### src/sv/tsc_pkg.sv
// ----------------------------------------------------------------------------
// tsc_pkg
// Shared types, codes and the session settle function of the treatment
// session controller.
// ----------------------------------------------------------------------------
package tsc_pkg;

    localparam int unsigned CycleTicks = 60000;

    localparam logic [7:0]  TempCompReset   = 8'd32;
    localparam logic [15:0] SaveDelayReset  = 16'd3000;
    localparam logic [11:0] DefPressReset   = 12'd400;
    localparam logic [11:0] TempTargetReset = 12'd608;
    localparam logic [11:0] PressureReset   = 12'd400;
    localparam logic [15:0] CyclesReset     = 16'd5;
    localparam logic [2:0]  ModeMin         = 3'd1;
    localparam logic [2:0]  ModeMax         = 3'd4;

    typedef enum logic [3:0] {
        OP_TICK     = 4'd0,
        OP_MODE     = 4'd1,
        OP_TEMP     = 4'd2,
        OP_PRESSURE = 4'd3,
        OP_LEFT_EN  = 4'd4,
        OP_RIGHT_EN = 4'd5,
        OP_CYCLES   = 4'd6,
        OP_START    = 4'd7,
        OP_STOP     = 4'd8,
        OP_PAUSE    = 4'd9,
        OP_SAVE     = 4'd10,
        OP_FAULT    = 4'd11,
        OP_NONE     = 4'd15
    } op_kind_t;

    typedef enum logic [2:0] {
        CMD_NONE   = 3'd0,
        CMD_START  = 3'd1,
        CMD_PAUSE  = 3'd2,
        CMD_RESUME = 3'd3,
        CMD_UPDATE = 3'd4,
        CMD_STOP   = 3'd5
    } control_cmd_t;

    typedef enum logic [1:0] {
        APP_IDLE    = 2'd0,
        APP_READY   = 2'd1,
        APP_RUNNING = 2'd2,
        APP_ALARM   = 2'd3
    } app_state_t;

    typedef enum logic [1:0] {
        CFG_TEMP_COMP  = 2'd0,
        CFG_SAVE_DELAY = 2'd1,
        CFG_DEF_PRESS  = 2'd2
    } cfg_index_t;

    // classified command as it travels from front to back
    typedef struct packed {
        op_kind_t    kind;
        logic [2:0]  mode;
        logic [11:0] level;
        logic        nz;
        logic [15:0] cycles;
    } item_t;

    typedef struct packed {
        logic        run_req;
        logic        pause_req;
        logic        active;
        logic        paused;
        logic        left_on;
        logic        right_on;
        logic        timer_on;
        logic [31:0] remaining;
        logic [15:0] cycles;
        app_state_t  app;
    } sess_t;

    typedef struct packed {
        sess_t        s;
        control_cmd_t cmd;
    } settle_t;

    localparam sess_t SessReset = '{
        run_req:   1'b0,
        pause_req: 1'b0,
        active:    1'b0,
        paused:    1'b0,
        left_on:   1'b0,
        right_on:  1'b0,
        timer_on:  1'b0,
        remaining: 32'd0,
        cycles:    CyclesReset,
        app:       APP_IDLE
    };

    // bring the controller flags in line with the requests
    function automatic settle_t settle(sess_t s, logic [31:0] arm_val);
        settle_t r;
        r.s   = s;
        r.cmd = CMD_NONE;
        if (s.run_req && (s.left_on || s.right_on))
        begin
            if (s.pause_req)
            begin
                r.s.app = APP_READY;
                if (s.active && !s.paused)
                begin
                    r.s.paused = 1'b1;
                    r.cmd      = CMD_PAUSE;
                end
            end
            else
            begin
                r.s.app = APP_RUNNING;
                if (!s.active)
                begin
                    r.s.active = 1'b1;
                    r.s.paused = 1'b0;
                    r.cmd      = CMD_START;
                    if (!s.timer_on)
                    begin
                        r.s.timer_on = 1'b1;
                        if (s.remaining == 32'd0)
                        begin
                            r.s.remaining = arm_val;
                        end
                    end
                end
                else if (s.paused)
                begin
                    r.s.paused = 1'b0;
                    r.cmd      = CMD_RESUME;
                    if (!s.timer_on && s.remaining != 32'd0)
                    begin
                        r.s.timer_on = 1'b1;
                    end
                end
                else
                begin
                    r.cmd = CMD_UPDATE;
                    if (!s.timer_on)
                    begin
                        r.s.remaining = arm_val;
                        r.s.timer_on  = 1'b1;
                    end
                end
            end
        end
        else
        begin
            if (s.active || s.paused)
            begin
                r.s.active = 1'b0;
                r.s.paused = 1'b0;
                r.cmd      = CMD_STOP;
            end
            r.s.app       = APP_READY;
            r.s.timer_on  = 1'b0;
            r.s.remaining = 32'd0;
        end
        return r;
    endfunction

endpackage

### src/sv/tsc_cmd_if.sv
// ----------------------------------------------------------------------------
// tsc_cmd_if
// Command channel: op code and operand with valid/ready handshake.
// ----------------------------------------------------------------------------
interface tsc_cmd_if;
    logic        valid;
    logic        ready;
    logic [3:0]  op;
    logic [15:0] value;

    modport source (output valid, output op, output value, input ready);
    modport sink   (input valid, input op, input value, output ready);
endinterface

### src/sv/tsc_res_if.sv
// ----------------------------------------------------------------------------
// tsc_res_if
// Result channel: command issued, app state and channel configuration.
// ----------------------------------------------------------------------------
interface tsc_res_if;
    logic        valid;
    logic        ready;
    logic [2:0]  ctrl_command;
    logic [1:0]  app_state;
    logic        treatment_running;
    logic        session_done;
    logic        save_request;
    logic [2:0]  mode_now;
    logic [11:0] control_temp;
    logic [11:0] pressure_target;
    logic        left_on;
    logic        right_on;
    logic [15:0] cycle_count;

    modport source (
        output valid, output ctrl_command, output app_state, output treatment_running,
        output session_done, output save_request, output mode_now, output control_temp,
        output pressure_target, output left_on, output right_on, output cycle_count,
        input ready
    );
    modport sink (
        input valid, input ctrl_command, input app_state, input treatment_running,
        input session_done, input save_request, input mode_now, input control_temp,
        input pressure_target, input left_on, input right_on, input cycle_count,
        output ready
    );
endinterface

### src/sv/treatment_session_controller_top.sv
// ----------------------------------------------------------------------------
// treatment_session_controller_top
// Session controller for a two-channel heat and pressure treatment.
//
//   port     dir   handshake      payload
//   cmd      in    valid/ready    op, value
//   result   out   valid/ready    ctrl_command .. cycle_count
//   cfg_*    in    cfg_we only    cfg_index, cfg_data
//
// one command per cycle sustained while result.ready holds; a queued command is
// popped when the result register is free, and the result is valid from then on
// the back end stalls only on result ready; during such a stall the two-entry
// queue keeps taking commands until it is full, then cmd.ready drops
// the state only moves when a command is taken from the queue, which happens
// only when the result register is free or being emptied in the same cycle
// reset (rst_n low) empties queue, restores setpoint, session and cfg registers
// ----------------------------------------------------------------------------
module treatment_session_controller_top (
    input  logic        clk,
    input  logic        rst_n,
    input  logic        cfg_we,
    input  logic [1:0]  cfg_index,
    input  logic [15:0] cfg_data,
    tsc_cmd_if.sink     cmd,
    tsc_res_if.source   result
);

    logic           full;
    logic           empty;
    logic           push;
    logic           pop;
    tsc_pkg::item_t push_item;
    tsc_pkg::item_t pop_item;

    tsc_front u_front (
        .cmd       (cmd),
        .full      (full),
        .push      (push),
        .push_item (push_item)
    );

    tsc_queue u_queue (
        .clk       (clk),
        .rst_n     (rst_n),
        .push      (push),
        .push_item (push_item),
        .pop       (pop),
        .pop_item  (pop_item),
        .full      (full),
        .empty     (empty)
    );

    tsc_back u_back (
        .clk       (clk),
        .rst_n     (rst_n),
        .cfg_we    (cfg_we),
        .cfg_index (cfg_index),
        .cfg_data  (cfg_data),
        .empty     (empty),
        .item      (pop_item),
        .pop       (pop),
        .result    (result)
    );

endmodule

### src/sv/tsc_front.sv
// ----------------------------------------------------------------------------
// tsc_front
// Accepts commands and classifies them: op decode, mode clamp, level
// saturation, flag and cycle count normalisation.
// ----------------------------------------------------------------------------
module tsc_front (
    tsc_cmd_if.sink         cmd,
    input  logic            full,
    output logic            push,
    output tsc_pkg::item_t  push_item
);

    assign cmd.ready = !full;
    assign push      = cmd.valid && !full;

    always_comb
    begin
        push_item.kind = tsc_pkg::OP_NONE;
        if (cmd.op <= 4'(tsc_pkg::OP_FAULT))
        begin
            push_item.kind = tsc_pkg::op_kind_t'(cmd.op);
        end

        if (cmd.value < 16'(tsc_pkg::ModeMin))
        begin
            push_item.mode = tsc_pkg::ModeMin;
        end
        else if (cmd.value > 16'(tsc_pkg::ModeMax))
        begin
            push_item.mode = tsc_pkg::ModeMax;
        end
        else
        begin
            push_item.mode = cmd.value[2:0];
        end

        // saturate to the 12-bit range
        push_item.level = (cmd.value[15:12] != 4'd0) ? 12'hFFF : cmd.value[11:0];
        push_item.nz    = (cmd.value != 16'd0);
        push_item.cycles = (cmd.value == 16'd0) ? 16'd1 : cmd.value;
    end

endmodule

### src/sv/tsc_queue.sv
// ----------------------------------------------------------------------------
// tsc_queue
// Two-entry queue of classified commands between front and back.
// ----------------------------------------------------------------------------
module tsc_queue (
    input  logic            clk,
    input  logic            rst_n,
    input  logic            push,
    input  tsc_pkg::item_t  push_item,
    input  logic            pop,
    output tsc_pkg::item_t  pop_item,
    output logic            full,
    output logic            empty
);

    tsc_pkg::item_t entry_reg [2];
    logic           wr_ptr_reg;
    logic           wr_ptr_next;
    logic           rd_ptr_reg;
    logic           rd_ptr_next;
    logic [1:0]     count_reg;
    logic [1:0]     count_next;

    assign full     = (count_reg == 2'd2);
    assign empty    = (count_reg == 2'd0);
    assign pop_item = entry_reg[rd_ptr_reg];

    always_comb
    begin
        wr_ptr_next = wr_ptr_reg ^ push;
        rd_ptr_next = rd_ptr_reg ^ pop;
        count_next  = count_reg + 2'(push) - 2'(pop);
    end

    always_ff @(posedge clk or negedge rst_n)
    begin
        if (!rst_n)
        begin
            wr_ptr_reg <= 1'b0;
            rd_ptr_reg <= 1'b0;
            count_reg  <= 2'd0;
        end
        else
        begin
            wr_ptr_reg <= wr_ptr_next;
            rd_ptr_reg <= rd_ptr_next;
            count_reg  <= count_next;
        end
    end

    always_ff @(posedge clk)
    begin
        if (push)
        begin
            entry_reg[wr_ptr_reg] <= push_item;
        end
    end

endmodule

### src/sv/tsc_back.sv
// ----------------------------------------------------------------------------
// tsc_back
// Carries out classified commands: session flags, setpoints, pressure slots,
// session and save countdowns, configuration registers and result register.
// ----------------------------------------------------------------------------
module tsc_back (
    input  logic            clk,
    input  logic            rst_n,
    input  logic            cfg_we,
    input  logic [1:0]      cfg_index,
    input  logic [15:0]     cfg_data,
    input  logic            empty,
    input  tsc_pkg::item_t  item,
    output logic            pop,
    tsc_res_if.source       result
);

    // configuration
    logic [7:0]  temp_comp_reg;
    logic [15:0] save_delay_reg;
    logic [11:0] def_press_reg;

    // session state
    tsc_pkg::sess_t sess_reg;
    tsc_pkg::sess_t sess_next;
    logic [2:0]     mode_reg;
    logic [2:0]     mode_next;
    logic [11:0]    temp_target_reg;
    logic [11:0]    temp_target_next;
    logic [11:0]    pressure_reg;
    logic [11:0]    pressure_next;
    logic [11:0]    slot0_reg;
    logic [11:0]    slot0_next;
    logic [11:0]    slot1_reg;
    logic [11:0]    slot1_next;
    logic [15:0]    save_cnt_reg;
    logic [15:0]    save_cnt_next;

    // result register
    logic                   out_valid_reg;
    logic                   out_valid_next;
    tsc_pkg::control_cmd_t  cmd_reg;
    logic                   done_reg;
    logic                   save_reg;

    tsc_pkg::sess_t        sess;
    tsc_pkg::settle_t      sr;
    tsc_pkg::control_cmd_t cmd;
    logic                  do_settle;
    logic                  done_p;
    logic                  save_p;
    logic [15:0]           cyc_eff;
    logic [31:0]           arm_val;
    logic [11:0]           slot_sel;
    logic [15:0]           save_arm;

    assign pop            = !empty && (!out_valid_reg || result.ready);
    assign out_valid_next = pop || (out_valid_reg && !result.ready);

    always_comb
    begin
        cyc_eff  = (item.kind == tsc_pkg::OP_CYCLES) ? item.cycles : sess_reg.cycles;
        arm_val  = 32'(tsc_pkg::CycleTicks) * 32'(cyc_eff);
        save_arm = (save_delay_reg == 16'd0) ? 16'd1 : save_delay_reg;
        slot_sel = (item.mode <= tsc_pkg::ModeMin) ? slot0_reg : slot1_reg;

        sess             = sess_reg;
        mode_next        = mode_reg;
        temp_target_next = temp_target_reg;
        pressure_next    = pressure_reg;
        slot0_next       = slot0_reg;
        slot1_next       = slot1_reg;
        save_cnt_next    = save_cnt_reg;
        do_settle        = 1'b0;
        done_p           = 1'b0;
        save_p           = 1'b0;

        case (item.kind)
            tsc_pkg::OP_TICK:
            begin
                if (save_cnt_reg != 16'd0)
                begin
                    save_cnt_next = save_cnt_reg - 16'd1;
                    save_p        = (save_cnt_reg == 16'd1);
                end
                if (sess_reg.active && !sess_reg.paused && sess_reg.timer_on)
                begin
                    if (sess_reg.remaining != 32'd0)
                    begin
                        sess.remaining = sess_reg.remaining - 32'd1;
                    end
                    if (sess.remaining == 32'd0)
                    begin
                        sess.run_req   = 1'b0;
                        sess.pause_req = 1'b0;
                        sess.timer_on  = 1'b0;
                        do_settle      = 1'b1;
                        done_p         = 1'b1;
                    end
                end
            end
            tsc_pkg::OP_MODE:
            begin
                mode_next     = item.mode;
                pressure_next = (slot_sel != 12'd0) ? slot_sel : def_press_reg;
                do_settle     = 1'b1;
            end
            tsc_pkg::OP_TEMP:
            begin
                temp_target_next = item.level;
                save_cnt_next    = save_arm;
                do_settle        = 1'b1;
            end
            tsc_pkg::OP_PRESSURE:
            begin
                pressure_next = item.level;
                if (mode_reg <= tsc_pkg::ModeMin)
                begin
                    slot0_next = item.level;
                end
                else
                begin
                    slot1_next = item.level;
                end
                save_cnt_next = save_arm;
                do_settle     = 1'b1;
            end
            tsc_pkg::OP_LEFT_EN:
            begin
                sess.left_on = item.nz;
                do_settle    = 1'b1;
            end
            tsc_pkg::OP_RIGHT_EN:
            begin
                sess.right_on = item.nz;
                do_settle     = 1'b1;
            end
            tsc_pkg::OP_CYCLES:
            begin
                sess.cycles = item.cycles;
                if (sess_reg.active)
                begin
                    sess.remaining = arm_val;
                    sess.timer_on  = 1'b1;
                    do_settle      = 1'b1;
                end
            end
            tsc_pkg::OP_START:
            begin
                if (!sess_reg.left_on && !sess_reg.right_on)
                begin
                    sess.left_on  = 1'b1;
                    sess.right_on = 1'b1;
                end
                sess.pause_req = 1'b0;
                sess.run_req   = 1'b1;
                do_settle      = 1'b1;
            end
            tsc_pkg::OP_STOP:
            begin
                sess.pause_req = 1'b0;
                sess.run_req   = 1'b0;
                do_settle      = 1'b1;
            end
            tsc_pkg::OP_PAUSE:
            begin
                if (!item.nz)
                begin
                    if (sess_reg.run_req && !sess_reg.pause_req)
                    begin
                        sess.pause_req = 1'b1;
                        if (!sess_reg.timer_on)
                        begin
                            sess.remaining = 32'd0;
                        end
                        sess.timer_on = 1'b0;
                        do_settle     = 1'b1;
                    end
                end
                else if (sess_reg.run_req && sess_reg.pause_req)
                begin
                    sess.pause_req = 1'b0;
                    do_settle      = 1'b1;
                end
            end
            tsc_pkg::OP_SAVE:
            begin
                save_p = 1'b1;
            end
            tsc_pkg::OP_FAULT:
            begin
                if (item.nz)
                begin
                    sess.run_req   = 1'b0;
                    sess.pause_req = 1'b0;
                    sess.left_on   = 1'b0;
                    sess.right_on  = 1'b0;
                    do_settle      = 1'b1;
                end
            end
            default:
            begin
            end
        endcase

        sr        = tsc_pkg::settle(sess, arm_val);
        sess_next = sess;
        cmd       = tsc_pkg::CMD_NONE;
        if (do_settle)
        begin
            sess_next = sr.s;
            cmd       = sr.cmd;
        end
        // a fault overrides the settled state
        if (item.kind == tsc_pkg::OP_FAULT && item.nz)
        begin
            sess_next.app = tsc_pkg::APP_ALARM;
        end
    end

    always_ff @(posedge clk or negedge rst_n)
    begin
        if (!rst_n)
        begin
            temp_comp_reg  <= tsc_pkg::TempCompReset;
            save_delay_reg <= tsc_pkg::SaveDelayReset;
            def_press_reg  <= tsc_pkg::DefPressReset;
        end
        else if (cfg_we)
        begin
            case (tsc_pkg::cfg_index_t'(cfg_index))
                tsc_pkg::CFG_TEMP_COMP:  temp_comp_reg  <= cfg_data[7:0];
                tsc_pkg::CFG_SAVE_DELAY: save_delay_reg <= cfg_data;
                tsc_pkg::CFG_DEF_PRESS:  def_press_reg  <= cfg_data[11:0];
                default:
                begin
                end
            endcase
        end
    end

    always_ff @(posedge clk or negedge rst_n)
    begin
        if (!rst_n)
        begin
            sess_reg        <= tsc_pkg::SessReset;
            mode_reg        <= tsc_pkg::ModeMin;
            temp_target_reg <= tsc_pkg::TempTargetReset;
            pressure_reg    <= tsc_pkg::PressureReset;
            slot0_reg       <= tsc_pkg::PressureReset;
            slot1_reg       <= tsc_pkg::PressureReset;
            save_cnt_reg    <= 16'd0;
            out_valid_reg   <= 1'b0;
        end
        else
        begin
            out_valid_reg <= out_valid_next;
            if (pop)
            begin
                sess_reg        <= sess_next;
                mode_reg        <= mode_next;
                temp_target_reg <= temp_target_next;
                pressure_reg    <= pressure_next;
                slot0_reg       <= slot0_next;
                slot1_reg       <= slot1_next;
                save_cnt_reg    <= save_cnt_next;
            end
        end
    end

    // pulses and command are held with the result until it is taken
    always_ff @(posedge clk)
    begin
        if (pop)
        begin
            cmd_reg  <= cmd;
            done_reg <= done_p;
            save_reg <= save_p;
        end
    end

    // fields follow the state registers, which move only on pop, and temp_comp_reg
    assign result.valid             = out_valid_reg;
    assign result.ctrl_command      = cmd_reg;
    assign result.app_state         = sess_reg.app;
    assign result.treatment_running = sess_reg.run_req && !sess_reg.pause_req &&
                                      (sess_reg.left_on || sess_reg.right_on);
    assign result.session_done      = done_reg;
    assign result.save_request      = save_reg;
    assign result.mode_now          = mode_reg;
    assign result.control_temp      = (temp_target_reg > 12'(temp_comp_reg)) ?
                                      temp_target_reg - 12'(temp_comp_reg) : 12'd0;
    assign result.pressure_target   = pressure_reg;
    assign result.left_on           = sess_reg.left_on;
    assign result.right_on          = sess_reg.right_on;
    assign result.cycle_count       = sess_reg.cycles;

endmodule
### src/flat_wrapper.sv
// flat-port wrapper written by rule: the top's interface ports become plain ports
module treatment_session_controller_top_flat 
  (clk, rst_n, cfg_we, cfg_index, cfg_data, cmd_valid, cmd_op, cmd_value, cmd_ready, result_valid, result_ctrl_command, result_app_state, result_treatment_running, result_session_done, result_save_request, result_mode_now, result_control_temp, result_pressure_target, result_left_on, result_right_on, result_cycle_count, result_ready);
  tsc_cmd_if cmd_i ();
  tsc_res_if result_i ();
  input  logic clk;
  input  logic rst_n;
  input  logic cfg_we;
  input  logic [1:0] cfg_index;
  input  logic [15:0] cfg_data;
  input wire logic [$bits(cmd_i.valid)-1:0] cmd_valid;
  input wire logic [$bits(cmd_i.op)-1:0] cmd_op;
  input wire logic [$bits(cmd_i.value)-1:0] cmd_value;
  output wire logic [$bits(cmd_i.ready)-1:0] cmd_ready;
  output wire logic [$bits(result_i.valid)-1:0] result_valid;
  output wire logic [$bits(result_i.ctrl_command)-1:0] result_ctrl_command;
  output wire logic [$bits(result_i.app_state)-1:0] result_app_state;
  output wire logic [$bits(result_i.treatment_running)-1:0] result_treatment_running;
  output wire logic [$bits(result_i.session_done)-1:0] result_session_done;
  output wire logic [$bits(result_i.save_request)-1:0] result_save_request;
  output wire logic [$bits(result_i.mode_now)-1:0] result_mode_now;
  output wire logic [$bits(result_i.control_temp)-1:0] result_control_temp;
  output wire logic [$bits(result_i.pressure_target)-1:0] result_pressure_target;
  output wire logic [$bits(result_i.left_on)-1:0] result_left_on;
  output wire logic [$bits(result_i.right_on)-1:0] result_right_on;
  output wire logic [$bits(result_i.cycle_count)-1:0] result_cycle_count;
  input wire logic [$bits(result_i.ready)-1:0] result_ready;
  assign cmd_i.valid = cmd_valid;
  assign cmd_i.op = cmd_op;
  assign cmd_i.value = cmd_value;
  assign cmd_ready = cmd_i.ready;
  assign result_valid = result_i.valid;
  assign result_ctrl_command = result_i.ctrl_command;
  assign result_app_state = result_i.app_state;
  assign result_treatment_running = result_i.treatment_running;
  assign result_session_done = result_i.session_done;
  assign result_save_request = result_i.save_request;
  assign result_mode_now = result_i.mode_now;
  assign result_control_temp = result_i.control_temp;
  assign result_pressure_target = result_i.pressure_target;
  assign result_left_on = result_i.left_on;
  assign result_right_on = result_i.right_on;
  assign result_cycle_count = result_i.cycle_count;
  assign result_i.ready = result_ready;
  treatment_session_controller_top u_core (.clk(clk), .rst_n(rst_n), .cfg_we(cfg_we), .cfg_index(cfg_index), .cfg_data(cfg_data), .cmd(cmd_i), .result(result_i));
endmodule
### config.mk
export PLATFORM = sky130hd
export DESIGN_NAME = treatment_session_controller_top_flat
export DESIGN_NICKNAME = d
export VERILOG_FILES = /design/src/sv/tsc_pkg.sv /design/src/sv/tsc_cmd_if.sv /design/src/sv/tsc_res_if.sv /design/src/sv/treatment_session_controller_top.sv /design/src/sv/tsc_front.sv /design/src/sv/tsc_queue.sv /design/src/sv/tsc_back.sv /design/src/flat_wrapper.sv
export SDC_FILE = /design/constraint.sdc
export NUM_CORES = 1
export LEC_CHECK = 0
export ABC_AREA = 1
export BUFFER_PORTS_ARGS = -buffer_cell sky130_fd_sc_hd__buf_2
export CAP_MARGIN = 0
export CORE_MARGIN = 2
export CORE_UTILIZATION = 45
export CTS_BUF_LIST = sky130_fd_sc_hd__clkbuf_4 sky130_fd_sc_hd__clkbuf_8
export CTS_CLUSTER_SIZE = 8
export DETAILED_ROUTE_END_ITERATION = 10
export PLACE_DENSITY = 0.69
export SLEW_MARGIN = 0
export SYNTH_ARGS = -nofsm -noshare
export SYNTH_HDL_FRONTEND = slang
export SYNTH_HIERARCHICAL = 1
export SYNTH_SLANG_ARGS = --single-unit
### constraint.sdc
create_clock -name clk -period 12.9 [get_ports clk]
set_input_delay 3.87 -clock clk [delete_from_list [all_inputs] [get_ports clk]]
set_output_delay 3.87 -clock clk [all_outputs]
set_load 0.05 [all_outputs]
Yosys cells after proc, flatten, opt, wreduce, memory -nomap -nowiden
Memory sizes are Yosys's and may differ from the RTL's.
Index checks and enable logic that the tools add are counted.
Cells by class
  $mul: 1
  reductions and logical operators: 58
  bitwise logic cells: 3
  $lt $le $gt $ge: 6
  multiplexer cells: 69
  $add $sub $neg: 5
  equal/unequal tests: 18
Operator list (number)
  $mux W32: 8
  $mux W33: 7
  $pmux W33 S3: 1
  $logic_not A32 Y1: 2
  $mux W16: 4
  $reduce_bool A32 Y1: 2
  $mux W51: 1
  $mux W12: 4
  $logic_not A16 Y1: 2
  $pmux W16 S2: 1
  $reduce_bool A16 Y1: 2
  $sub A32 B1 Y32 const B: 1
  $mul A11 B16 Y27 const A: 1
  $pmux W12 S2: 1
  $mux W1: 19
  $mux W2: 9
  $eq A16 B1 Y1 const B: 1
  $eq A4 B3 Y1 const B: 4
  $eq A4 B4 Y1 const B: 4
  $gt A16 B3 Y1 const B: 1
  $lt A16 B1 Y1 const B: 1
  $sub A16 B1 Y16 const B: 1
  $mux W3: 5
  $reduce_and A2 Y1: 7
  other kinds (32): 71
Storage, ports and cells
  logic and storage cells: 187
  output and inout port bits: 55
  input port bits: 43
  memories kept: 1
  register bits after elaboration: 170
  bits in writable memories: 72
Memories
  u_core.u_queue.entry_reg: words 2, width 36, read ports 1, clocked after memory_dff 0, wr ports 1, RTL line tsc_queue.sv:16  | tsc_pkg::item_t entry_reg [2];

Depth between registers and ports, before layout
Gate-level depths: netlist (run 1).
  word-level depth: 18
  mapped depth: 49

Cells and area by module
Netlist (run 1), hierarchy kept.
Modules (own cells, without submodules)
  tsc_back: area each 15653.8 um2, times used 1, sequential area each 4211.5 um2, cells an instance 2334
  tsc_queue: area each 3031.7 um2, times used 1, sequential area each 2262.2 um2, cells an instance 212
  tsc_front: area each 302.8 um2, times used 1, sequential area each 0.0 um2, cells an instance 67

Worst setup path before layout (run 1)
OpenSTA, ideal clock, no wires.
  path type: register to register
  from: reg u_core.u_queue.rd_ptr_reg
  to: reg u_core/u_back/sess_reg[42] in the netlist's numbering
  path slack: 5.625 ns
  cell stages (with the launch flop): 35
  period minus slack after synthesis: 7.275 ns
  arrival time: 7.151 ns
  library setup time: 0.124 ns
  path through: dfrtp_1 > buf_6 > buf_6 > o21ai_1 > inv_1 > nand2_1 > nor2_2 > clkbuf_1 > clkbuf_1 > o21ai_0 > fa_1 > fa_1 > fa_1 > fa_1 > inv_1 > fa_1 > inv_1 > ha_1 > a21oi_1 > o21bai_1 > a21oi_1 > nand3b_1 > nand3_1 > nand2_1 > nor2_1 > nand2_1 > nor2_1 > nand2_1 > nor2_4 > nand3_4 > buf_2 > o21ai_1 > nand2_1 > nand3_1 > nand3_1
RTL lines
  start: declaration: RTL line tsc_queue.sv:19  | logic rd_ptr_reg;
  start signal: assignment: RTL line tsc_queue.sv:46  | rd_ptr_reg <= rd_ptr_next;
  end signal: assignment: RTL line tsc_back.sv:246  | sess_reg <= tsc_pkg::SessReset;
  end signal: assignment: RTL line tsc_back.sv:260  | sess_reg <= sess_next;
  end: declaration: RTL line tsc_back.sv:24  | tsc_pkg::sess_t sess_reg;

==> flow_summary.json, run 1 <==
{
  "ant_nets": 0,
  "drt_wl_total_um": 57300,
  "cts_root_buf": "clkbuf_8",
  "crit_path_start_kind": "flip-flop",
  "postCtsHoldBufs": 0,
  "setup_violations": 0,
  "areaGrowthSynthToFinish_pct": 9.01,
  "period_share_pct": 66.9,
  "grt_usage_pct": 26.2,
  "fin_setup_tns_ps": 0,
  "cts_resized": 0,
  "tightest_slew_ps": 1090,
  "layout_commonest_cell": "nand2_1",
  "critical_path_required_ps": 13420,
  "cp_slowest_stage_delay_ps": 830,
  "syn_nets": 2802,
  "fin_util_pct": 49.6,
  "num_vias": 17700,
  "postSynthCellCount": 2613,
  "grt_max_degree": 105,
  "post-cts-setup-buffer-count": 0,
  "die-area_um2": 43900,
  "synth_ff_type": "dfrtp_1",
  "largest_reg_flops": 72,
  "timing.rr.start": "u_core/u_queue/rd_ptr_reg",
  "relSlewSlack_pct": 27.2,
  "ys_warn_count": 6,
  "synth_seq_cells": 242,
  "port_buffers": 97,
  "drt_iter0_markers": 1525,
  "first_pass_iters": 6,
  "status": "finished, final reports clean",
  "slew_violations": 0,
  "antenna_found_initial": 1,
  "min_from": "u_core/u_back/slot1_reg[1]",
  "crit_path_top_delay_cell": "o21ai_0",
  "rsz0062_at_grt": "no",
  "syn_area_per_cell_um2": 7.27,
  "clkTransAtPathRegs_ps": 60,
  "critPathMaxFanout": 20,
  "cts_tree": "done",
  "synth_area_um2": 19000,
  "numCtsBuffers": 43,
  "cp_data_arrival_time_ps": 9150,
  "ios": 98,
  "clock_latency_ps": 640,
  "critPathCaptureType": "flip-flop",
  "fp.dieH_um": 209,
  "hold_viol": 0,
  "crit_top_cell": "nand2_1",
  "h-tree-depth": 2,
  "critical_path_class": "flip-flop to flip-flop",
  "fillCellCount": 4083,
  "drive_above_1_share_pct": 12.1,
  "fin_worst_skew_ps": 52.6,
  "grt_first_pass_wirelength_um": 90400,
  "grt_pass1_vias": 17000,
  "clk_path_buf_depth": 3,
  "coreArea_um2": 41800,
  "overflow": 0,
  "fp-row-count": 75,
  "finalCriticalPeriod_ps": 8630,
  "synth_cell_types": 55,
  "cap_violations": 0,
  "hpwl_um": 43400,
  "synth_edf_count": 77,
  "place.gp.congestion": 0.963,
  "most-common-layout-cells": "nand2_1, inv_1, o21ai_0",
  "worstSetupStartpoint": "u_core/u_queue/rd_ptr_reg",
  "ys_seq_area_share_pct": 34.1,
  "hold_class": "flip-flop to flip-flop",
  "async_flop_share_pct": 68.2,
  "drc": 0,
  "wl_per_cell_um": 17.7,
  "start_util_pct": 45.5,
  "cts_sinks": 242,
  "detail_route.vias_per_cell": 5.46,
  "max_freq_ghz": 0.116,
  "die_w_um": 209,
  "final_nets": 2850
}
-- worst max-delay path: cells and delay by family, from the launching register on --
family | cells | cell delay (ps)
buffers and inverters | 6 | 680
AOI/OAI and AO/OA | 2 | 1100
adders and majority gates | 6 | 2640
and+or+nand+nor | 24 | 3630
DFF | 1 | 460
-- cells in the mapped netlist, types with 3 or more instances --
cell	count	area (um2)
nand2_1	726	2730
inv_1	389	1460
o21ai_0	200	1000
nor2_1	188	706
nand3_1	173	866
dfrtp_1	139	3480
a21oi_1	136	681
ha_1	89	1110
edfxtp_1	77	2310
clkbuf_1	58	218
fa_1	57	1140
nand4_1	38	238
o21ai_2	30	263
o21ai_1	27	135
dfstp_2	26	683
buf_2	22	110
buf_4	21	158
a31oi_1	17	106
xor2_1	17	149
nor3_1	15	75.1
buf_6	14	158
o22a_1	12	105
or2_2	11	68.8
nor2_2	10	62.6
nor4_1	9	56.3
mux2_2	8	90.1
nand2_2	8	50.1
nand3b_1	8	60.1
nor2_4	8	90.1
o22ai_1	8	50.1
and2_1	6	37.5
o21bai_1	6	45.0
xnor2_1	6	52.6
clkinv_1	5	18.8
mux2i_1	5	50.1
nand3_2	5	50.1
buf_1	4	15.0
nand2_4	4	45.0
nor3b_1	4	30.0
o211ai_1	4	30.0
inv_2	3	11.3
or2_1	3	18.8
-- layer usage --
| layer | global-route usage (%) | vias to the layer above | routed length, um |
|---|---|---|---|
| met5 | 0 | - | 0 |
| met1 | 36.2 | 8380 | 25000 |
| met3 | 5.43 | 91 | 4910 |
| met4 | 8.20 | 0 | 1550 |
| li1 | - | 8523 | - |
| met2 | 41.3 | 679 | 25800 |
-- cell type report --
type | instances | area (um2) | share of cell area, %
inverters | 397 | 1490 | 7.20
multi-input cells | 1855 | 10400 | 50.2
flip-flops and latches | 242 | 6470 | 31.3
repair buffers | 122 | 679 | 3.28
diodes | 2 | 5.00 | 0.0242
clock inverters | 10 | 151 | 0.731
well taps | 539 | 674 | 3.26
clock buffers | 70 | 838 | 4.05
-- metrics by stage --
step,instances,hold slack (ps),cell area (um2),setup slack (ps)
2_1_floorplan,2613,448,19000,5620
3_3_place_gp,3155,461,19700,4500
3_5_place_dp,3155,468,19700,4290
4_1_cts,3235,484,20700,4290
5_1_grt,3236,513,20700,3620
6_report,3237,484,20700,4270
-- kinds of logic after synthesis --
group / share of synthesized area [%]
AO/OA/AOI/OAI: 13.3
XOR/XNOR: 1.06
adder cells (fa/ha/maj): 11.9
buffers and inverters: 11.3
flip-flops: 34.1
multiplexers: 0.738
AND/OR/NAND/NOR: 27.6
-- worst paths after layout --
check | end | slack, ps | cells after the start
hold / removal | u_core/u_back/slot1_reg[1] | 480 | 2
max in group asynchronous | u_core/u_queue/rd_ptr_reg | 8010 | 2
setup / recovery | u_core/u_back/sess_reg[48] | 4270 | 38
hold reg to reg | u_core/u_back/slot1_reg[1] | 480 | 2
min in group asynchronous | u_core/u_back/save_cnt_reg[10] | 3340 | 1
setup reg to reg | u_core/u_back/sess_reg[48] | 4270 | 38
Power of run 1 is not shown: default switching activity piles up to over one toggle a cycle in this logic, so the estimate is an artifact.
==> run 2: changes to the inputs <==
- PLACE_DENSITY: 0.69 -> 0.71
- clock period: 12.9 -> 7.25 ns (I/O delays scaled with it)
==> flow_summary.json, run 2 (synthesized netlist as in run 1, its figures left out) <==
{
  "place.gp.congestion": 0.976,
  "largest_reg_flops": 72,
  "critical_path_required_ps": 7750,
  "critical_path_class": "flip-flop to flip-flop",
  "grt_usage_pct": 26.0,
  "period_share_pct": 95.5,
  "num_vias": 18000,
  "grt-busiest-layer": "met2",
  "grtUsageMet3_pct": 3.82,
  "drive_above_1_share_pct": 15.9,
  "cp_slowest_stage_delay_ps": 540,
  "die_w_um": 209,
  "tightest_slew_ps": 1160,
  "most-common-layout-cells": "nand2_1, inv_1, o21ai_0",
  "grt_max_degree": 97,
  "ant_nets": 0,
  "grt_first_pass_wirelength_um": 89900,
  "fin_worst_skew_ps": 32.1,
  "status": "finished, final reports clean",
  "areaGrowthSynthToFinish_pct": 13.0,
  "crit_path_start_kind": "flip-flop",
  "drt_wl_total_um": 58100,
  "grt_use_met1_pct": 36.7,
  "overflow": 0,
  "hold_class": "flip-flop to flip-flop",
  "fp-row-count": 75,
  "critPathMaxFanout": 10,
  "fp.dieH_um": 209,
  "port_buffers": 97,
  "cts_sinks": 242,
  "slew_violations": 0,
  "first_pass_iters": 6,
  "grtUsageMet2_pct": 41.5,
  "hpwl_um": 44300,
  "ios": 98,
  "finalCriticalPeriod_ps": 6930,
  "numCtsBuffers": 43,
  "antenna_found_initial": 1,
  "clock_latency_ps": 600,
  "die-area_um2": 43900,
  "cts_tree": "done",
  "holdWs_ps": 481,
  "wl_per_cell_um": 17.6,
  "crit_top_cell": "nand2_1",
  "cp_data_arrival_time_ps": 7430,
  "final_nets": 2911,
  "crit_path_top_delay_cell": "fa_1",
  "clkTransAtPathRegs_ps": 60,
  "start_util_pct": 45.5,
  "detail_route.vias_per_cell": 5.45,
  "drc": 0,
  "cts_root_buf": "clkbuf_8",
  "drt_iter0_markers": 1543,
  "max_freq_ghz": 0.144,
  "cap_violations": 0,
  "grt_pass1_vias": 16900,
  "setup_violations": 0,
  "clk_path_buf_depth": 3,
  "critPathCaptureType": "flip-flop",
  "hold_viol": 0,
  "layout_commonest_cell": "nand2_1",
  "relSlewSlack_pct": 22.2,
  "coreArea_um2": 41800,
  "h-tree-depth": 2,
  "fillCellCount": 3996
}
-- run 2: path summary, 6_finish.rpt --
kind / cells past startpoint / slack (ps) / end / start
min in group asynchronous: 1 / 1700 / u_core/u_back/save_cnt_reg[13] / rst_n
hold reg to reg: 2 / 480 / u_core/u_back/slot1_reg[5] / u_core/u_back/slot1_reg[5]
hold / removal: 2 / 480 / u_core/u_back/slot1_reg[5] / u_core/u_back/slot1_reg[5]
setup / recovery: 39 / 320 / u_core/u_back/sess_reg[29] / u_core/u_queue/rd_ptr_reg
setup reg to reg: 39 / 320 / u_core/u_back/sess_reg[29] / u_core/u_queue/rd_ptr_reg
max in group asynchronous: 2 / 4450 / u_core/u_back/slot0_reg[7] / rst_n
-- run 2: what timing repair did --
item / in CTS / in global routing
pin swaps: 0 / 14
gates cloned: 0 / 2
gates resized for setup: 2 / 89
setup endpoints to repair: 10 / 33
hold buffers: 0 / 0
setup buffers: 0 / 5
-- run 2: final cells by class --
class,instances,area (um2),area share [%]
Clock buffer,65,788,3.67
Timing Repair Buffer,183,1240,5.77
Tap cell,539,674,3.14
Inverter,397,1490,6.96
Sequential cell,242,6470,30.2
Antenna cell,1,2.50,0.0117
Clock inverter,15,86.3,0.402
Multi-Input combinational cell,1855,10700,49.9
-- run 2: per-layer routing --
metal / share of wire (%) / wire, um / vias up
li1: - / - / 8645
met1: 44 / 25300 / 8491
met2: 46 / 26800 / 752
met3: 8.1 / 4700 / 84
met4: 2.1 / 1240 / 0
met5: 0 / 0 / -
-- run 2: critical path: cells and delay by family, from the launching register on --
kind / cells / cell delay, ps
adders and majority gates: 6 / 2830
and+or+nand+nor: 22 / 2330
buffers and inverters: 9 / 960
DFF: 1 / 450
AOI/OAI and AO/OA: 2 / 270
-- run 2: through the flow --
step	cells	setup slack (ps)	utilization (%)	cell area [um2]	setup TNS [ps]
final	3297	323	51.4	21500	0
after global routing	3297	-62.3	51.4	21500	-375
after CTS	3289	32.6	50.4	21000	0
after detailed placement	3209	-40.3	48.3	20200	-183
after global placement	3209	125	48.3	20200	0
after floorplan	2613	57.1	-	19000	0
Power of run 2 is left out for the same reason.
